## src/rtp_pkg.sv

```systemverilog
// Shared types, constants and sequencer states of the task picker.
package rtp_pkg;

   localparam int QUEUE_DEPTH   = 16;
   localparam int NUM_INSTANCES = 64;
   localparam int NUM_MODELS    = 32;
   localparam int CLEANUP_DEPTH = 32;

   localparam int QIW = $clog2(QUEUE_DEPTH);        // queue slot index
   localparam int QCW = $clog2(QUEUE_DEPTH + 1);    // queue fill count
   localparam int CIW = $clog2(CLEANUP_DEPTH);      // cleanup fifo pointer
   localparam int CCW = $clog2(CLEANUP_DEPTH + 1);  // cleanup fifo fill count
   localparam int CNTW = 8;
   localparam logic [CNTW-1:0] COUNT_MAX = '1;

   localparam int INSTW  = 6;
   localparam int MODELW = 5;
   localparam int TAGW   = 8;
   localparam int THRW   = 7;
   localparam logic [THRW-1:0] THREAD_RESET = 7'd4;

   // command codes
   localparam logic [1:0] CMD_ENQUEUE  = 2'd0;
   localparam logic [1:0] CMD_CHOOSE   = 2'd1;
   localparam logic [1:0] CMD_COMPLETE = 2'd2;

   // result kinds
   localparam logic [1:0] KIND_ACK    = 2'd0;
   localparam logic [1:0] KIND_LOAD   = 2'd1;
   localparam logic [1:0] KIND_UNLOAD = 2'd2;
   localparam logic [1:0] KIND_RESULT = 2'd3;

   // status codes
   localparam logic [1:0] STATUS_OK         = 2'd0;
   localparam logic [1:0] STATUS_QUEUE_FULL = 2'd1;
   localparam logic [1:0] STATUS_CLEAN_FULL = 2'd2;

   typedef struct packed {
      logic [TAGW-1:0]   tag;
      logic [INSTW-1:0]  from_instance;
      logic [INSTW-1:0]  to_instance;
      logic [MODELW-1:0] from_model;
      logic [MODELW-1:0] to_model;
      logic              needs;
   } task_type;

   typedef struct packed {
      logic [1:0]        command;
      logic [TAGW-1:0]   task_tag;
      logic [INSTW-1:0]  from_instance;
      logic [INSTW-1:0]  to_instance;
      logic [MODELW-1:0] from_model;
      logic [MODELW-1:0] to_model;
      logic              needs_resources;
   } req_item_type;

   typedef struct packed {
      logic [1:0]        kind;
      logic [MODELW-1:0] model_index;
      logic [TAGW-1:0]   chosen_tag;
      logic              found;
      logic [1:0]        status;
      logic              last;
   } rsp_item_type;

   typedef enum logic [4:0] {
      ST_IDLE,
      ST_ICHK, ST_IPOP, ST_IRD_A, ST_IWR_A, ST_IRD_B, ST_IWR_B,
      ST_SCAN, ST_SCAN_TO, ST_SCAN_EVAL, ST_SEL,
      ST_LF_RD, ST_LF_WR, ST_LT_RD, ST_LT_WR,
      ST_UCHK, ST_UPOP, ST_URD_A, ST_UWR_A, ST_URD_B, ST_UWR_B,
      ST_RESULT
   } state_type;

endpackage

```

## src/rtp_req_if.sv

```systemverilog
// Request channel interface: valid, ready and one request item.
interface rtp_req_if;
   logic                 valid;
   logic                 ready;
   rtp_pkg::req_item_type payload;

   modport source (output valid, output payload, input ready);
   modport sink   (input valid, input payload, output ready);
endinterface

```

## src/rtp_rsp_if.sv

```systemverilog
// Response channel interface: valid, ready and one response item.
interface rtp_rsp_if;
   logic                 valid;
   logic                 ready;
   rtp_pkg::rsp_item_type payload;

   modport source (output valid, output payload, input ready);
   modport sink   (input valid, input payload, output ready);
endinterface

```

## src/rtp_ram.sv

```systemverilog
// Generic single-write, single-read RAM with registered read data.
module rtp_ram #(
   parameter int WIDTH = 8,
   parameter int DEPTH = 32,
   localparam int AW = $clog2(DEPTH)
) (
   input  logic             clock,
   input  logic             wr_en,
   input  logic [AW-1:0]    wr_addr,
   input  logic [WIDTH-1:0] wr_data,
   input  logic [AW-1:0]    rd_addr,
   output logic [WIDTH-1:0] rd_data
);
   logic [WIDTH-1:0] mem_ff [DEPTH];
   logic [WIDTH-1:0] rd_data_ff;

   always_ff @(posedge clock) begin
      if (wr_en) begin
         mem_ff[wr_addr] <= wr_data;
      end
      rd_data_ff <= mem_ff[rd_addr];
   end

   assign rd_data = rd_data_ff;
endmodule

```

## src/resource_aware_task_picker_core.sv

```systemverilog
// Task picker top level: task queue, use counts, cleanup fifos and sequencer.
// One item is handled at a time. Enqueue, complete and other commands finish in the
// cycle they are accepted and give one acknowledge. A choose walks a small sequencer
// around the instance and model count memories, which have one read and one write port
// each: it accepts the request, drains the instance cleanup fifo (an empty check before
// each pop, then a read and decrement of both instances of the entry), scans the queue
// oldest first (a task that needs no resources wins at once, one that does has its from
// and to counts read and is scored), retires the winner, loads the winner's models,
// checks for and runs one deferred unload pair, and gives the result. Stalls on the
// response side hold the sequencer. Counts start at zero through per-entry valid
// bits, so no clearing pass follows reset.
module resource_aware_task_picker_core (
   input  logic                 clock,
   input  logic                 reset,
   rtp_req_if.sink              req_ch,
   rtp_rsp_if.source            rsp_ch,
   input  logic                 csr_we,
   input  logic [6:0]           csr_wdata
);
   import rtp_pkg::*;

   localparam int IAW = $clog2(NUM_INSTANCES);
   localparam int MAW = $clog2(NUM_MODELS);

   state_type            state_ff, state_in;
   logic [QCW-1:0]       qcount_ff, qcount_in;
   task_type             queue_ff [QUEUE_DEPTH];
   logic [NUM_INSTANCES-1:0] inst_valid_ff, inst_valid_in;
   logic [NUM_MODELS-1:0]    model_valid_ff, model_valid_in;
   logic [CIW-1:0]       ic_head_ff, ic_head_in, mc_head_ff, mc_head_in;
   logic [CCW-1:0]       ic_count_ff, ic_count_in, mc_count_ff, mc_count_in;
   logic [THRW-1:0]      thread_ff;
   logic [QCW-1:0]       idx_ff, idx_in;
   logic [QIW-1:0]       pick_ff, pick_in;
   logic [1:0]           best_ff, best_in;
   logic                 chosen_ff, chosen_in;
   task_type             task_ff, task_in;
   logic [INSTW-1:0]     pa_ff, pa_in, pb_ff, pb_in;
   logic                 fi_nz_ff, fi_nz_in, fm_zero_ff, fm_zero_in;
   logic [IAW-1:0]       inst_rq_ff;
   logic [MAW-1:0]       model_rq_ff;
   rsp_item_type         rsp_ff, rsp_in;
   logic                 rsp_valid_ff, rsp_valid_in;

   // queue update controls
   logic                 q_write, q_remove;
   task_type             q_new, q_cur;

   // memory ports
   logic                 inst_we, model_we, ic_we, mc_we;
   logic [IAW-1:0]       inst_waddr, inst_raddr;
   logic [MAW-1:0]       model_waddr, model_raddr;
   logic [CNTW-1:0]      inst_wdata, model_wdata, inst_rdata, model_rdata;
   logic [CNTW-1:0]      inst_val, model_val;
   logic [CIW-1:0]       ic_waddr, mc_waddr;
   logic [2*INSTW-1:0]   ic_wdata, ic_rdata;
   logic [2*MODELW-1:0]  mc_wdata, mc_rdata;

   logic                 go, emit;
   rsp_item_type         emit_item;
   logic [1:0]           score;

   rtp_ram #(.WIDTH(CNTW), .DEPTH(NUM_INSTANCES)) u_inst_cnt (
      .clock(clock), .wr_en(inst_we), .wr_addr(inst_waddr), .wr_data(inst_wdata),
      .rd_addr(inst_raddr), .rd_data(inst_rdata));

   rtp_ram #(.WIDTH(CNTW), .DEPTH(NUM_MODELS)) u_model_cnt (
      .clock(clock), .wr_en(model_we), .wr_addr(model_waddr), .wr_data(model_wdata),
      .rd_addr(model_raddr), .rd_data(model_rdata));

   rtp_ram #(.WIDTH(2*INSTW), .DEPTH(CLEANUP_DEPTH)) u_ic_fifo (
      .clock(clock), .wr_en(ic_we), .wr_addr(ic_waddr), .wr_data(ic_wdata),
      .rd_addr(ic_head_ff), .rd_data(ic_rdata));

   rtp_ram #(.WIDTH(2*MODELW), .DEPTH(CLEANUP_DEPTH)) u_mc_fifo (
      .clock(clock), .wr_en(mc_we), .wr_addr(mc_waddr), .wr_data(mc_wdata),
      .rd_addr(mc_head_ff), .rd_data(mc_rdata));

   assign q_cur = queue_ff[idx_ff[QIW-1:0]];
   assign go    = !rsp_valid_ff || rsp_ch.ready;

   // counts never written read as zero
   assign inst_val  = inst_valid_ff[inst_rq_ff]   ? inst_rdata  : '0;
   assign model_val = model_valid_ff[model_rq_ff] ? model_rdata : '0;

   // read addresses follow the sequencer state; held otherwise so a stall keeps the data
   always_comb begin
      inst_raddr  = inst_rq_ff;
      model_raddr = model_rq_ff;
      case (state_ff)
         ST_SCAN: begin
            inst_raddr  = q_cur.from_instance;
            model_raddr = q_cur.from_model;
         end
         ST_SCAN_TO: begin
            inst_raddr  = q_cur.to_instance;
            model_raddr = q_cur.to_model;
         end
         ST_IRD_A: inst_raddr = pa_ff;
         ST_IRD_B: inst_raddr = pb_ff;
         ST_LF_RD: begin
            inst_raddr  = task_ff.from_instance;
            model_raddr = task_ff.from_model;
         end
         ST_LT_RD: begin
            inst_raddr  = task_ff.to_instance;
            model_raddr = task_ff.to_model;
         end
         ST_URD_A: model_raddr = pa_ff[MODELW-1:0];
         ST_URD_B: model_raddr = pb_ff[MODELW-1:0];
         default: ;
      endcase
   end

   assign score = {1'b0, fm_zero_ff} + {1'b0, (model_val == '0)};

   // sequencer: next state, memory writes and emitted items
   always_comb begin
      state_in       = state_ff;
      qcount_in      = qcount_ff;
      inst_valid_in  = inst_valid_ff;
      model_valid_in = model_valid_ff;
      ic_head_in     = ic_head_ff;
      ic_count_in    = ic_count_ff;
      mc_head_in     = mc_head_ff;
      mc_count_in    = mc_count_ff;
      idx_in         = idx_ff;
      pick_in        = pick_ff;
      best_in        = best_ff;
      chosen_in      = chosen_ff;
      task_in        = task_ff;
      pa_in          = pa_ff;
      pb_in          = pb_ff;
      fi_nz_in       = fi_nz_ff;
      fm_zero_in     = fm_zero_ff;
      q_write        = 1'b0;
      q_remove       = 1'b0;
      q_new          = '0;
      inst_we        = 1'b0;
      inst_waddr     = '0;
      inst_wdata     = '0;
      model_we       = 1'b0;
      model_waddr    = '0;
      model_wdata    = '0;
      ic_we          = 1'b0;
      ic_waddr       = ic_head_ff + ic_count_ff[CIW-1:0];
      ic_wdata       = {req_ch.payload.from_instance, req_ch.payload.to_instance};
      mc_we          = 1'b0;
      mc_waddr       = mc_head_ff + mc_count_ff[CIW-1:0];
      mc_wdata       = {req_ch.payload.from_model, req_ch.payload.to_model};
      emit           = 1'b0;
      emit_item      = '0;
      req_ch.ready   = (state_ff == ST_IDLE) && go;

      if (go) begin
         case (state_ff)
            ST_IDLE: begin
               if (req_ch.valid) begin
                  emit_item.kind   = KIND_ACK;
                  emit_item.last   = 1'b1;
                  case (req_ch.payload.command)
                     CMD_ENQUEUE: begin
                        emit = 1'b1;
                        if (qcount_ff >= QCW'(QUEUE_DEPTH)) begin
                           emit_item.status = STATUS_QUEUE_FULL;
                        end else begin
                           q_write = 1'b1;
                           q_new   = '{tag: req_ch.payload.task_tag,
                                       from_instance: req_ch.payload.from_instance,
                                       to_instance: req_ch.payload.to_instance,
                                       from_model: req_ch.payload.from_model,
                                       to_model: req_ch.payload.to_model,
                                       needs: req_ch.payload.needs_resources};
                           qcount_in = qcount_ff + 1'b1;
                        end
                     end
                     CMD_CHOOSE: begin
                        state_in = ST_ICHK;
                     end
                     CMD_COMPLETE: begin
                        emit = 1'b1;
                        if (req_ch.payload.needs_resources) begin
                           if (ic_count_ff >= CCW'(CLEANUP_DEPTH) ||
                               mc_count_ff >= CCW'(CLEANUP_DEPTH)) begin
                              emit_item.status = STATUS_CLEAN_FULL;
                           end else begin
                              ic_we       = 1'b1;
                              mc_we       = 1'b1;
                              ic_count_in = ic_count_ff + 1'b1;
                              mc_count_in = mc_count_ff + 1'b1;
                           end
                        end
                     end
                     default: emit = 1'b1;
                  endcase
               end
            end

            // drain the instance cleanup fifo
            ST_ICHK: begin
               if (ic_count_ff == '0) begin
                  idx_in    = '0;
                  best_in   = 2'd3;
                  chosen_in = 1'b0;
                  pick_in   = '0;
                  state_in  = ST_SCAN;
               end else begin
                  state_in = ST_IPOP;
               end
            end
            ST_IPOP: begin
               pa_in       = ic_rdata[2*INSTW-1:INSTW];
               pb_in       = ic_rdata[INSTW-1:0];
               ic_head_in  = ic_head_ff + 1'b1;
               ic_count_in = ic_count_ff - 1'b1;
               state_in    = ST_IRD_A;
            end
            ST_IRD_A: state_in = ST_IWR_A;
            ST_IWR_A: begin
               inst_we    = 1'b1;
               inst_waddr = pa_ff;
               inst_wdata = (inst_val != '0) ? inst_val - 1'b1 : '0;
               inst_valid_in[pa_ff] = 1'b1;
               state_in   = ST_IRD_B;
            end
            ST_IRD_B: state_in = ST_IWR_B;
            ST_IWR_B: begin
               inst_we    = 1'b1;
               inst_waddr = pb_ff;
               inst_wdata = (inst_val != '0) ? inst_val - 1'b1 : '0;
               inst_valid_in[pb_ff] = 1'b1;
               state_in   = ST_ICHK;
            end

            // scan the queue, oldest first
            ST_SCAN: begin
               if (idx_ff >= qcount_ff) begin
                  state_in = ST_SEL;
               end else if (!q_cur.needs) begin
                  chosen_in = 1'b1;
                  pick_in   = idx_ff[QIW-1:0];
                  task_in   = q_cur;
                  state_in  = ST_SEL;
               end else begin
                  state_in = ST_SCAN_TO;
               end
            end
            ST_SCAN_TO: begin
               fi_nz_in   = (inst_val != '0);
               fm_zero_in = (model_val == '0);
               state_in   = ST_SCAN_EVAL;
            end
            ST_SCAN_EVAL: begin
               idx_in   = idx_ff + 1'b1;
               state_in = ST_SCAN;
               if (!fi_nz_ff && inst_val == '0 && score < best_ff) begin
                  best_in   = score;
                  pick_in   = idx_ff[QIW-1:0];
                  chosen_in = 1'b1;
                  task_in   = q_cur;
                  if (score == 2'd0) begin
                     state_in = ST_SEL;
                  end
               end
            end

            // retire the winner
            ST_SEL: begin
               if (chosen_ff) begin
                  q_remove  = 1'b1;
                  qcount_in = qcount_ff - 1'b1;
                  state_in  = task_ff.needs ? ST_LF_RD : ST_UCHK;
               end else begin
                  state_in = ST_UCHK;
               end
            end
            ST_LF_RD: state_in = ST_LF_WR;
            ST_LF_WR: begin
               emit                  = (model_val == '0);
               emit_item.kind        = KIND_LOAD;
               emit_item.model_index = task_ff.from_model;
               model_we    = 1'b1;
               model_waddr = task_ff.from_model;
               model_wdata = (model_val != COUNT_MAX) ? model_val + 1'b1 : model_val;
               model_valid_in[task_ff.from_model] = 1'b1;
               inst_we     = 1'b1;
               inst_waddr  = task_ff.from_instance;
               inst_wdata  = (inst_val != COUNT_MAX) ? inst_val + 1'b1 : inst_val;
               inst_valid_in[task_ff.from_instance] = 1'b1;
               state_in    = ST_LT_RD;
            end
            ST_LT_RD: state_in = ST_LT_WR;
            ST_LT_WR: begin
               emit                  = (model_val == '0);
               emit_item.kind        = KIND_LOAD;
               emit_item.model_index = task_ff.to_model;
               model_we    = 1'b1;
               model_waddr = task_ff.to_model;
               model_wdata = (model_val != COUNT_MAX) ? model_val + 1'b1 : model_val;
               model_valid_in[task_ff.to_model] = 1'b1;
               inst_we     = 1'b1;
               inst_waddr  = task_ff.to_instance;
               inst_wdata  = (inst_val != COUNT_MAX) ? inst_val + 1'b1 : inst_val;
               inst_valid_in[task_ff.to_instance] = 1'b1;
               state_in    = ST_UCHK;
            end

            // one deferred model unload pair
            ST_UCHK: begin
               if ((chosen_ff || THRW'(qcount_ff) < thread_ff) &&
                   THRW'(mc_count_ff) > thread_ff) begin
                  state_in = ST_UPOP;
               end else begin
                  state_in = ST_RESULT;
               end
            end
            ST_UPOP: begin
               pa_in       = INSTW'(mc_rdata[2*MODELW-1:MODELW]);
               pb_in       = INSTW'(mc_rdata[MODELW-1:0]);
               mc_head_in  = mc_head_ff + 1'b1;
               mc_count_in = mc_count_ff - 1'b1;
               state_in    = ST_URD_A;
            end
            ST_URD_A: state_in = ST_UWR_A;
            ST_UWR_A: begin
               emit                  = (model_val == CNTW'(1));
               emit_item.kind        = KIND_UNLOAD;
               emit_item.model_index = pa_ff[MODELW-1:0];
               model_we    = 1'b1;
               model_waddr = pa_ff[MODELW-1:0];
               model_wdata = (model_val != '0) ? model_val - 1'b1 : '0;
               model_valid_in[pa_ff[MODELW-1:0]] = 1'b1;
               state_in    = ST_URD_B;
            end
            ST_URD_B: state_in = ST_UWR_B;
            ST_UWR_B: begin
               emit                  = (model_val == CNTW'(1));
               emit_item.kind        = KIND_UNLOAD;
               emit_item.model_index = pb_ff[MODELW-1:0];
               model_we    = 1'b1;
               model_waddr = pb_ff[MODELW-1:0];
               model_wdata = (model_val != '0) ? model_val - 1'b1 : '0;
               model_valid_in[pb_ff[MODELW-1:0]] = 1'b1;
               state_in    = ST_RESULT;
            end

            ST_RESULT: begin
               emit                 = 1'b1;
               emit_item.kind       = KIND_RESULT;
               emit_item.chosen_tag = chosen_ff ? task_ff.tag : '0;
               emit_item.found      = chosen_ff;
               emit_item.last       = 1'b1;
               state_in             = ST_IDLE;
            end
            default: state_in = ST_IDLE;
         endcase
      end

      // output register
      rsp_valid_in = rsp_valid_ff && !rsp_ch.ready;
      rsp_in       = rsp_ff;
      if (emit) begin
         rsp_valid_in = 1'b1;
         rsp_in       = emit_item;
      end
   end

   // control state
   always_ff @(posedge clock) begin
      if (reset) begin
         state_ff       <= ST_IDLE;
         qcount_ff      <= '0;
         inst_valid_ff  <= '0;
         model_valid_ff <= '0;
         ic_head_ff     <= '0;
         ic_count_ff    <= '0;
         mc_head_ff     <= '0;
         mc_count_ff    <= '0;
         thread_ff      <= THREAD_RESET;
         rsp_valid_ff   <= 1'b0;
      end else begin
         state_ff       <= state_in;
         qcount_ff      <= qcount_in;
         inst_valid_ff  <= inst_valid_in;
         model_valid_ff <= model_valid_in;
         ic_head_ff     <= ic_head_in;
         ic_count_ff    <= ic_count_in;
         mc_head_ff     <= mc_head_in;
         mc_count_ff    <= mc_count_in;
         rsp_valid_ff   <= rsp_valid_in;
         if (csr_we) begin
            thread_ff <= csr_wdata;
         end
      end
   end

   // scan and payload registers
   always_ff @(posedge clock) begin
      idx_ff      <= idx_in;
      pick_ff     <= pick_in;
      best_ff     <= best_in;
      chosen_ff   <= chosen_in;
      task_ff     <= task_in;
      pa_ff       <= pa_in;
      pb_ff       <= pb_in;
      fi_nz_ff    <= fi_nz_in;
      fm_zero_ff  <= fm_zero_in;
      inst_rq_ff  <= inst_raddr;
      model_rq_ff <= model_raddr;
      rsp_ff      <= rsp_in;
   end

   // task queue: append at the fill count, close the gap on removal
   always_ff @(posedge clock) begin
      for (int j = 0; j < QUEUE_DEPTH; j++) begin
         if (q_remove && QIW'(j) >= pick_ff && j < QUEUE_DEPTH - 1) begin
            queue_ff[j] <= queue_ff[j + 1];
         end else if (q_write && qcount_ff == QCW'(j)) begin
            queue_ff[j] <= q_new;
         end
      end
   end

   assign rsp_ch.valid   = rsp_valid_ff;
   assign rsp_ch.payload = rsp_ff;

   // checks
   a_qcount_bound: assert property (@(posedge clock) disable iff (reset)
      qcount_ff <= QCW'(QUEUE_DEPTH)) else $error("queue fill count out of range");

   a_fifo_bound: assert property (@(posedge clock) disable iff (reset)
      ic_count_ff <= CCW'(CLEANUP_DEPTH) && mc_count_ff <= CCW'(CLEANUP_DEPTH))
      else $error("cleanup fifo count out of range");

   a_result_last: assert property (@(posedge clock) disable iff (reset)
      rsp_valid_ff && rsp_ff.kind == KIND_RESULT |-> rsp_ff.last)
      else $error("choice result not marked last");

   a_busy_not_ready: assert property (@(posedge clock) disable iff (reset)
      state_ff != ST_IDLE |-> !req_ch.ready) else $error("ready while busy");

endmodule
```

## src/flat_wrapper.sv

```systemverilog
// flat-port wrapper written by rule: the top's interface ports become plain ports
module resource_aware_task_picker_core_flat import rtp_pkg::*;
  (clock, reset, csr_we, csr_wdata, req_ch_valid, req_ch_payload, req_ch_ready, rsp_ch_valid, rsp_ch_payload, rsp_ch_ready);
  rtp_req_if req_ch_i ();
  rtp_rsp_if rsp_ch_i ();
  input  logic clock;
  input  logic reset;
  input  logic csr_we;
  input  logic [6:0] csr_wdata;
  input wire logic [$bits(req_ch_i.valid)-1:0] req_ch_valid;
  input wire logic [$bits(req_ch_i.payload)-1:0] req_ch_payload;
  output wire logic [$bits(req_ch_i.ready)-1:0] req_ch_ready;
  output wire logic [$bits(rsp_ch_i.valid)-1:0] rsp_ch_valid;
  output wire logic [$bits(rsp_ch_i.payload)-1:0] rsp_ch_payload;
  input wire logic [$bits(rsp_ch_i.ready)-1:0] rsp_ch_ready;
  assign req_ch_i.valid = req_ch_valid;
  assign req_ch_i.payload = req_ch_payload;
  assign req_ch_ready = req_ch_i.ready;
  assign rsp_ch_valid = rsp_ch_i.valid;
  assign rsp_ch_payload = rsp_ch_i.payload;
  assign rsp_ch_i.ready = rsp_ch_ready;
  resource_aware_task_picker_core u_core (.clock(clock), .reset(reset), .req_ch(req_ch_i), .rsp_ch(rsp_ch_i), .csr_we(csr_we), .csr_wdata(csr_wdata));
endmodule
```

## config.mk

```make
export PLATFORM = sky130hd
export DESIGN_NAME = resource_aware_task_picker_core_flat
export DESIGN_NICKNAME = d
export VERILOG_FILES = /design/src/rtp_pkg.sv /design/src/rtp_req_if.sv /design/src/rtp_rsp_if.sv /design/src/rtp_ram.sv /design/src/resource_aware_task_picker_core.sv /design/src/flat_wrapper.sv
export SDC_FILE = /design/constraint.sdc
export NUM_CORES = 2
export LEC_CHECK = 0
export BUFFER_PORTS_ARGS = -buffer_cell sky130_fd_sc_hd__buf_2
export CAP_MARGIN = 0
export CORE_MARGIN = 4
export CORE_UTILIZATION = 55
export CTS_CLUSTER_SIZE = 8
export DETAILED_ROUTE_END_ITERATION = 10
export HOLD_SLACK_MARGIN = 0.05
export PLACE_DENSITY = 0.74
export SLEW_MARGIN = 5
export SYNTH_ARGS = -nofsm -noshare
export SYNTH_HDL_FRONTEND = slang
export SYNTH_SLANG_ARGS = --single-unit
export TNS_END_PERCENT = 100
```

## constraint.sdc

```tcl
create_clock -name clock -period 7.6 [get_ports clock]
set_clock_uncertainty 0.1 [all_clocks]
set_input_delay 1.14 -clock clock [delete_from_list [all_inputs] [get_ports clock]]
set_output_delay 1.14 -clock clock [all_outputs]
set_load 0.01 [all_outputs]
```

==> results by group <==
CTS
  • Post-CTS Setup Inserts: 0
  • Root Buffer: clkbuf_16
  • Clock tree buffer depth: 4
  • Worst-skew pair later-pin latency: approximately 930 ps
  • Post-CTS sizing: 0
  • CTS tree: done
  • Clock slew at reported path FFs: around 50 ps
  • Hold buffers post-CTS: 0
  • H-tree depth: 5
  • Total CTS buffers: 329
  • CTS Sinks: 2233

STA
  • Setup TNS: 0 ps
  • Setup ws final: 1660 ps
  • Min Tclk post-route: 5940 ps
  • Tcrit/Tclk final: 0.781
  • Worst slew margin: 0.140
  • Max-slew violations: 0
  • Fmax: 168 MHz
  • Worst hold slack: approximately 360 ps
  • RSZ-0062 raised after global routing: no
  • Final Hold Fails: 0
  • Worst-Margin Slew: 1290 ps
  • Setup violators final: 0

Final layout
  • Fillers: 12400
  • P&R area growth vs syn: 12.1%
  • Layout cells sized above 1: 0.168
  • Nets@finish: approximately 7000
  • # diodes: 0

Flow run
  • Max_cap viols: 0

Pwr
  • Pwr dens: ~270 nW/um2
  • Leak: about 0.035 uW
  • VDD IR-drop max: 0.000235 V

Placement
  • Routability cong.: 0.956
  • Final HPWL DP: 154000 um
  • Pre-CTS setup slack: 1760 ps
  • PortBufs: 65

Logic synthesis
  • Top-area cell type share of the netlist area: 0.640
  • FFs w/ async S/R, synth: 0
  • Yosys Warn Count: 0
  • Synth area leaders: edfxtp_1 64%, mux4_2 9.2%, nand2_1 4.0%, dfxtp_1 3.9%, o21ai_0 2.8%
  • Yosys cell types: 98
  • Most frequent cell after synthesis: edfxtp_1
  • Synth Cell Area: 96000 um2
  • Top cells by count, synth: 2044 x edfxtp_1, 1011 x nand2_1, 534 x o21ai_0
  • Yosys reg bits: roughly 2200
  • Post-Synthesis Cells: 6623
  • Seq/Total Area, Yosys: 0.679
  • Primary FF master, synth: edfxtp_1
  • Syn Nets: 6719
  • Avg Inst Size Synth: 14.5 um2
  • Cell taking the most area after synthesis: edfxtp_1
  • EDFF count, synth: around 2000

Setup path
  • Worst Reg-to-Reg Cells: 12
  • Critical Path Start: u_core.inst_rq_ff[1]
  • Crit path DAT: 6300 ps
  • CP Max Fanout: 64
  • Critical R2R Launch: u_core.inst_rq_ff[1]
  • Flop-to-flop setup slack: about 1700 ps
  • Critical Path RT: 7960 ps
  • Setup crit start kind: flop
  • Reg-to-Reg End: u_core.u_inst_cnt.mem_ff[11][5]
  • CP endpoint kind: flop
  • Worst setup path category: flop to flop
  • CP endpoint: u_core.u_inst_cnt.mem_ff[11][5]

Floorplan
  • FP Rows: 153
  • Total I/O pin count: 66
  • Die Wd: 426 um
  • Initial Utilization: 0.553
  • Die ar.: 181000 um2
  • DIE HEIGHT: 426 um
  • Core area: 174000 um2

Global routing
  • Total track usage: 0.282
  • First-pass GRT wire length: 383000 um
  • Initial antenna violation count: 8
  • Vias in the first global route: between 50000 and 60000
  • Largest net degree at the start of global routing: 130
  • Remaining global-route overflow: 0

Detailed routing
  • Initial DRC count: 8266
  • Number of vias per cell: 6.52
  • Antenna viol nets, final: 0
  • Vias: ~60000
  • DRC viols: 0
  • Post-DR wirelength/cell: 28.0 um
  • 1st-pass router iterations: 7
  • Drt total wl: 256000 um

Hold path
  • Hold Path Class: flop to flop
  • Hold_sp: u_core.inst_valid_ff[35]

Status
  • Status: finished, final reports clean
==> area by class of cell <==
| class | instances | area [um2] | share of cell area |
|---|---|---|---|
| clock buffer | 449 | 8810 | 0.0819 |
| clock inverter | 7 | 57.6 | 0.000535 |
| inverter | 78 | 298 | 0.00277 |
| multi-input combinational | 3884 | 28900 | 0.269 |
| sequential | 2233 | 65200 | 0.606 |
| tap | 2325 | 2910 | 0.0270 |
| timing repair buffer | 196 | 1350 | 0.0125 |
==> sequential cells by signal, indices dropped and copies added (netlist names), 31 cells and up, named ones only <==
| signal | flops |
|---|---|
| u_core.u_mc_fifo.mem_ff | 320 |
| u_core.u_model_cnt.mem_ff | 256 |
| u_core.task_ff | 31 |
| u_core.inst_valid_ff | 64 |
| u_core.u_ic_fifo.mem_ff | 384 |
| u_core.u_inst_cnt.mem_ff | 512 |
| u_core.model_valid_ff | 32 |
| u_core.queue_ff | 496 |
==> cell usage in the layout (no fill, tap or decap), drive strengths merged, types with 35 or more instances in the layout <==
cell and n:
edfxtp 2044, nand2 1013, o21ai 544, nor2 452, clkbuf 449, mux4 393, mux2i 224, buf 196
dfxtp 189, a21oi 185, nand3 178, mux2 126, inv 82, a22oi 58, nor3 47, ha 47
a221oi 38, nand4 37, a31oi 35
==> per-stage QoR <==
step	power [uW]	cells	instance area, um2	utilization
6_report	29300	9172	108000	0.619
2_1_floorplan	15700	6623	96000	-
3_5_place_dp	16600	8716	98700	0.568
4_1_cts	29400	9172	108000	0.619
3_3_place_gp	16600	8716	98700	0.568
5_1_grt	30200	9172	108000	0.619
==> power by group <==
part / switching (uW) / total, uW / leakage (uW) / internal, uW
Sequential: 226 / 13600 / 0.0184 / 13400
Clock: 4950 / 12900 / 0.00429 / 7910
Combinational: 1860 / 2800 / 0.0124 / 943
Total: 7030 / 29300 / 0.0351 / 22300
==> cell families after synthesis <==
logic type | synth area share
flops | 0.679
simple gates | 0.0877
compound gates | 0.0685
mux | 0.130
buf+inv | 0.0228
xor+xnor | 0.00465
fa+ha+maj | 0.00696
==> layer usage <==
| layer | global-route usage | vias up | routed length [um] |
|---|---|---|---|
| li1 | - | 25500 | - |
| met1 | 0.384 | 29900 | 97200 |
| met2 | 0.446 | 3607 | 121000 |
| met3 | 0.0526 | 758 | 25000 |
| met4 | 0.127 | 0 | 12900 |
| met5 | 0 | - | 0 |
==> worst max-delay path, cell delays in order, from the launching register on <==
cell,delay [ps]
dfxtp_1,850
mux4_2,440
mux4_2,490
mux4_2,640
and2_1,240
inv_1,80
ha_1,250
or3b_2,500
or3_1,340
nand4_1,150
a21o_1,370
o22ai_1,150
a311o_2,810
==> how the worst min path moves through the flow <==
stage                          endpoint  slack [ps]  cells after the start
5_1_grt             u_core.thread_ff[5]         350                      3
2_1_floorplan  u_core.inst_valid_ff[10]         330                      2
3_3_place_gp   u_core.inst_valid_ff[26]         340                      2
3_5_place_dp   u_core.inst_valid_ff[35]         350                      2
6_report       u_core.inst_valid_ff[35]         360                      2
4_1_cts             u_core.thread_ff[5]         320                      3
Note: power is estimated with default switching activity, not from simulation.
